`config.mk`:
```
export PLATFORM = sky130hd
export DESIGN_NAME = bbs_head
export DESIGN_NICKNAME = d
export VERILOG_FILES = /design/src/hw/rtl/bbs_pkg.sv /design/src/hw/rtl/bbs_head.sv
export SDC_FILE = /design/constraint.sdc
export NUM_CORES = 2
export LEC_CHECK = 0
export ABC_AREA = 1
export BUFFER_PORTS_ARGS = -buffer_cell sky130_fd_sc_hd__buf_2
export CELL_PAD_IN_SITES_DETAIL_PLACEMENT = 1
export CELL_PAD_IN_SITES_GLOBAL_PLACEMENT = 2
export CORE_ASPECT_RATIO = 1.1
export CORE_MARGIN = 2
export CORE_UTILIZATION = 31
export DETAILED_ROUTE_END_ITERATION = 12
export PLACE_DENSITY = 0.95
export SYNTH_ARGS = -nofsm -noshare
export SYNTH_HDL_FRONTEND = slang
export SYNTH_SLANG_ARGS = --single-unit
```
`constraint.sdc`:
```
create_clock -name clock -period 12.2 [get_ports clock]
set_clock_uncertainty 0.15 [all_clocks]
set_input_delay 2.44 -clock clock [delete_from_list [all_inputs] [get_ports clock]]
set_output_delay 2.44 -clock clock [all_outputs]
set_load 0.03 [all_outputs]
```
`src/hw/rtl/bbs_pkg.sv`:
```
// ----------------------------------------------------------------------------
// Bounding box stack package
// Shared types, constants and saturation helper for the bounding box stack.
// ----------------------------------------------------------------------------
package bbs_pkg;

   // Number of boxes the stack holds.
   localparam int STACK_DEPTH = 16;
   // Width of the box counter, wide enough to hold the depth itself.
   localparam int COUNT_WIDTH = $clog2(STACK_DEPTH + 1);

   localparam logic [31:0] EMPTY_LOW  = 32'h7FFF_FFFF;
   localparam logic [31:0] EMPTY_HIGH = 32'h8000_0000;

   typedef enum logic [2:0] {
      FUNC_CLEAR    = 3'd0,
      FUNC_PUSH     = 3'd1,
      FUNC_POP      = 3'd2,
      FUNC_GROW     = 3'd3,
      FUNC_SET_CS   = 3'd4,
      FUNC_SET_LH   = 3'd5,
      FUNC_READ_LH  = 3'd6,
      FUNC_READ_CS  = 3'd7
   } func_type;

   typedef enum logic [1:0] {
      ERR_OK    = 2'd0,
      ERR_FULL  = 2'd1,
      ERR_EMPTY = 2'd2
   } err_type;

   // One coordinate triple, index 0 is x, 1 is y, 2 is z.
   typedef logic [2:0][31:0] coord_type;

   typedef struct packed {
      coord_type lo;
      coord_type hi;
   } box_type;

   // Shift commands for the cells below the top of the stack.
   typedef struct packed {
      logic take_above;   // push: copy the box of the cell above
      logic take_below;   // pop: copy the box of the cell below
   } cell_ctrl_type;

   // Saturates a 33 bit signed value to the 32 bit signed range.
   function automatic logic [31:0] sat33(input logic [32:0] v);
      logic [31:0] r;
      if (v[32] != v[31]) begin
         r = v[32] ? EMPTY_HIGH : EMPTY_LOW;
      end else begin
         r = v[31:0];
      end
      return r;
   endfunction

endpackage

```
`src/hw/rtl/bbs_head.sv`:
```
// ----------------------------------------------------------------------------
// Bounding box stack head cell
// Holds the top box and carries out every operation that acts on it.
// ----------------------------------------------------------------------------
module bbs_head (
   input  logic               clock,
   input  logic               reset,
   input  logic               accept,
   input  bbs_pkg::func_type  func,
   input  logic               merge_on_pop,
   input  logic               pop_ok,
   input  bbs_pkg::coord_type a,
   input  bbs_pkg::coord_type b,
   input  logic [30:0]        radius,
   input  bbs_pkg::box_type   from_below,
   output bbs_pkg::box_type   top_out,
   output bbs_pkg::coord_type res_a,
   output bbs_pkg::coord_type res_b
);

   bbs_pkg::box_type top_ff;
   bbs_pkg::box_type top_in;

   bbs_pkg::box_type   empty_box;
   bbs_pkg::box_type   grow_box;
   bbs_pkg::box_type   cs_box;
   bbs_pkg::box_type   merge_box;
   bbs_pkg::coord_type centre;
   bbs_pkg::coord_type size;

   always_comb begin
      logic [32:0] grow_lo;
      logic [32:0] grow_hi;
      logic [31:0] lo_sat;
      logic [31:0] hi_sat;
      logic [33:0] twice;
      logic [33:0] b_ext;
      logic [33:0] cs_lo;
      logic [33:0] cs_hi;
      logic [32:0] sum;
      logic [32:0] diff;
      for (int k = 0; k < 3; k++) begin
         empty_box.lo[k] = bbs_pkg::EMPTY_LOW;
         empty_box.hi[k] = bbs_pkg::EMPTY_HIGH;

         // Grow by a sphere: saturated point minus and plus radius.
         grow_lo = {a[k][31], a[k]} - {2'b00, radius};
         grow_hi = {a[k][31], a[k]} + {2'b00, radius};
         lo_sat  = bbs_pkg::sat33(grow_lo);
         hi_sat  = bbs_pkg::sat33(grow_hi);
         grow_box.lo[k] = ($signed(lo_sat) < $signed(top_ff.lo[k])) ? lo_sat : top_ff.lo[k];
         grow_box.hi[k] = ($signed(hi_sat) > $signed(top_ff.hi[k])) ? hi_sat : top_ff.hi[k];

         // Centre and size: dropping the lowest bit of 2c -/+ s is the floor halving.
         twice = {a[k][31], a[k], 1'b0};
         b_ext = {{2{b[k][31]}}, b[k]};
         cs_lo = twice - b_ext;
         cs_hi = twice + b_ext;
         cs_box.lo[k] = bbs_pkg::sat33(cs_lo[33:1]);
         cs_box.hi[k] = bbs_pkg::sat33(cs_hi[33:1]);

         // Merge of the popped box into the one below.
         merge_box.lo[k] = ($signed(from_below.lo[k]) > $signed(top_ff.lo[k])) ?
                           top_ff.lo[k] : from_below.lo[k];
         merge_box.hi[k] = ($signed(from_below.hi[k]) < $signed(top_ff.hi[k])) ?
                           top_ff.hi[k] : from_below.hi[k];

         // Read back as centre and size.
         sum       = {top_ff.lo[k][31], top_ff.lo[k]} + {top_ff.hi[k][31], top_ff.hi[k]};
         diff      = {top_ff.hi[k][31], top_ff.hi[k]} - {top_ff.lo[k][31], top_ff.lo[k]};
         centre[k] = sum[32:1];
         size[k]   = bbs_pkg::sat33(diff);
      end
   end

   always_comb begin
      top_in = top_ff;
      unique case (func)
         bbs_pkg::FUNC_CLEAR: begin
            top_in = empty_box;
         end
         bbs_pkg::FUNC_PUSH: begin
            top_in = top_ff;
         end
         bbs_pkg::FUNC_POP: begin
            if (pop_ok) begin
               top_in = merge_on_pop ? merge_box : from_below;
            end
         end
         bbs_pkg::FUNC_GROW: begin
            top_in = grow_box;
         end
         bbs_pkg::FUNC_SET_CS: begin
            top_in = cs_box;
         end
         bbs_pkg::FUNC_SET_LH: begin
            top_in.lo = a;
            top_in.hi = b;
         end
         bbs_pkg::FUNC_READ_LH,
         bbs_pkg::FUNC_READ_CS: begin
            top_in = top_ff;
         end
         default: begin
            top_in = top_ff;
         end
      endcase
   end

   always_ff @(posedge clock) begin
      if (reset) begin
         top_ff <= empty_box;
      end else if (accept) begin
         top_ff <= top_in;
      end
   end

   // A push leaves the top unchanged; only the cells below move.
   assign top_out = top_ff;
   assign res_a   = (func == bbs_pkg::FUNC_READ_CS) ? centre : top_in.lo;
   assign res_b   = (func == bbs_pkg::FUNC_READ_CS) ? size   : top_in.hi;

endmodule

```
==> metrics <==
clk_lat worst skew=620 ps; WP data arrival=9420 ps; CP max stage cell=o31ai_1; DIE WIDTH=434 um; clock slew at reported path FFs=100 ps; Root Buffer=clkbuf_16; Largest register FFs=192; Syn Area/Cell=5.63 um2; Final nets=13200; prevailing post-synth register cell=dfxtp_1; # IOs=807; Post-synth EDFFs=0; Final Cycle Share=98.5%; Worst R2R Setup Slack=6850 ps; Post-Synth Simple-Gate Area=33.2%; mux contribution to synthesized area=0%; first-pass GRT wire length=641000 um; area leader, netlist=ha_1; DRC violations left=0; Sink Count=192; crit-path max FO=10; main combinational cell family by area after synthesis=simple AND/OR/NAND/NOR gates; Die Y=477 um; max-slew violations=0; Power Dens Cells=122 nW/um2; sequential-to-total area share from yosys stat=6.09%; routed vias=86600; relative slew slack=18.0%; DR WL/cell=31.9 um; synthesized flop and latch total=192; Hold Crit Depth=2; worst hold path class=reg -> reg; Critical Path RT=9610 ps; Synth Instances=11200; ys async rst share=0%; Final WS setup=189 ps; Worst Hold End=top_out[173]; Final Critical Period=12010 ps; hold path startpoint=top_out[173]; port bufs=806; top cells by area, synth=ha_1 19%, nand2_1 16%, a21oi_1 10%; Post-Synthesis Cell Area=63100 um2; most frequent cell after synthesis=nand2_1; Setup CP Type=in -> out; DP Worst Slack=-675 ps; clk buf depth=2; Worst VDD drop=0.0852 mV; Fin. Hold Viols=0; reg2reg end=top_out[90]; Setup Viol. Count Final=0; DRT iter0 DRCs=8487; FILL cells=27700; RR Startpoint=top_out[71]; Worst-Margin Slew=1230 ps; CP Capture Type=output port; Area Growth Syn to Fin=13.6%; Leak=38.4 nW; synth cell count leaders=2718 x nand2_1, 1526 x inv_1, 1299 x a21oi_1; max-cap viol count=0; vias in the first global route=85700; row count=173; r2r worst-path depth=19; Post-Synth Adder-Cell Area=19.8%; Unique masters post-synth=71; XOR/XNOR share of the synthesized area=3.06%; first drt pass iteration count=5; CP most frequent cell=nand2_1; H-tree Lvls=4; hold buffers post-CTS=0; DRT antenna net count=0; vias per cell=5.95; final wirelength=464000 um; proportion of netlist area held by the largest area contributor=19.3%; CTS tree=built; gpl congestion=1.08; largest net degree at the start of global routing=129; status=finished, final reports clean; TritonCTS Buffers=17; post-synthesis compound-gate area fraction=24.6%; Mapped Nets=12600; core area=202000 um2; post-route setup TNS=0 ps; DP Wirelength=391000 um; Total Routing Usage GR=42.9%; Worst setup SP type=primary input; die area=207000 um2; hold_ws=435 ps; initial core utilization=31.2%; initial antenna violation count=87; grt ovf=0; Critical Path Max Stage Delay=890 ps; FMAX=83.3 MHz; warnings from Yosys=0; layout cells sized above 1=12.2%
## layout make-up
class | instances | area (um2) | share of cell area, %
multi-input cells | 8899 | 51300 | 71.6
repair buffers | 1114 | 6550 | 9.13
inverters | 1564 | 5920 | 8.25
flip-flops and latches | 192 | 3840 | 5.36
well taps | 2712 | 3390 | 4.73
clock buffers | 19 | 453 | 0.631
clock inverters | 13 | 126 | 0.176
diodes | 43 | 108 | 0.150
repair inverters | 1 | 5.00 | 0.00698
## kinds of logic (layout without fill, tap and decap cells)
logic type / after synthesis / count (layout)
AND/OR/NAND/NOR: 4982 / 4983
AO/OA/AOI/OAI: 2706 / 2706
buffers and inverters: 2120 / 2711
adder cells (fa/ha/maj): 990 / 990
XOR/XNOR: 220 / 220
flip-flops: 192 / 192
other: 0 / 43
## where the power goes
| part | switching [mW] | internal, mW |
|---|---|---|
| clock network | 0.414 | 0.282 |
| logic | 5.19 | 1.99 |
| registers | 0.180 | 0.688 |
## metal layers
metal,GRT usage [%],vias up,part of all wire [%]
li1,-,38400,-
met1,51.2,42200,39
met2,66.8,4745,43
met3,9.05,1291,9.0
met4,33.3,40,9.3
met5,0,-,0.054
## cells in the final DEF (no fill, tap or decap), types with 19 or more instances in the layout
cell type / count
nand2_1: 2703
inv_1: 1516
a21oi_1: 1295
ha_1: 956
nor2_1: 947
nand3_1: 863
buf_2: 803
o21ai_0: 613
buf_4: 292
xor2_1: 208
dfxtp_1: 192
o211ai_1: 130
a221oi_1: 113
nor3_1: 90
a31oi_1: 85
nand4_1: 78
o21ai_1: 64
o21bai_1: 63
nand2_2: 62
o21a_1: 61
nand3b_1: 60
or2_2: 57
diode_2: 43
o22ai_1: 43
a21boi_0: 33
nor4_1: 33
inv_2: 30
o31ai_1: 30
a21o_1: 29
a211oi_1: 25
o221ai_1: 24
and2_1: 19
## worst max-delay path, delay by kind of cell
family | cells | cell delay (ps)
adders and majority gates | 3 | 1070
xor gates and xnor gates | 1 | 220
buffers and inverters | 6 | 1110
AOI/OAI and AO/OA | 4 | 1450
and+or+nand+nor | 22 | 3090
## worst max-delay path by stage
stage | startpoint | end | slack, ps | cells after the start
after floorplan | radius[2] | res_b[44] | 1870 | 40
after global placement | radius[13] | res_a[25] | -660 | 36
after detailed placement | radius[13] | res_a[25] | -670 | 36
after CTS | radius[4] | res_a[25] | 20 | 39
after global routing | radius[2] | res_b[47] | -30 | 45
final | radius[13] | res_a[25] | 190 | 36
## timing repair
item	CTS	global route
gates cloned	0	3
resized for setup	23	53
pin swaps	1	5
buffers inserted	1	16
hold endpoints to repair	0	0
setup endpoints to repair	32	135
## metrics by stage
stage	power [mW]	cells	util (%)	area [um2]
floorplan	4.88	11200	-	63100
global placement	7.58	14500	34.9	70500
detailed placement	7.69	14500	34.9	70500
CTS	8.42	14500	35.2	71200
global route	9.19	14500	35.5	71700
finish	8.74	14600	35.5	71700
(Power assumes the default switching activity.)
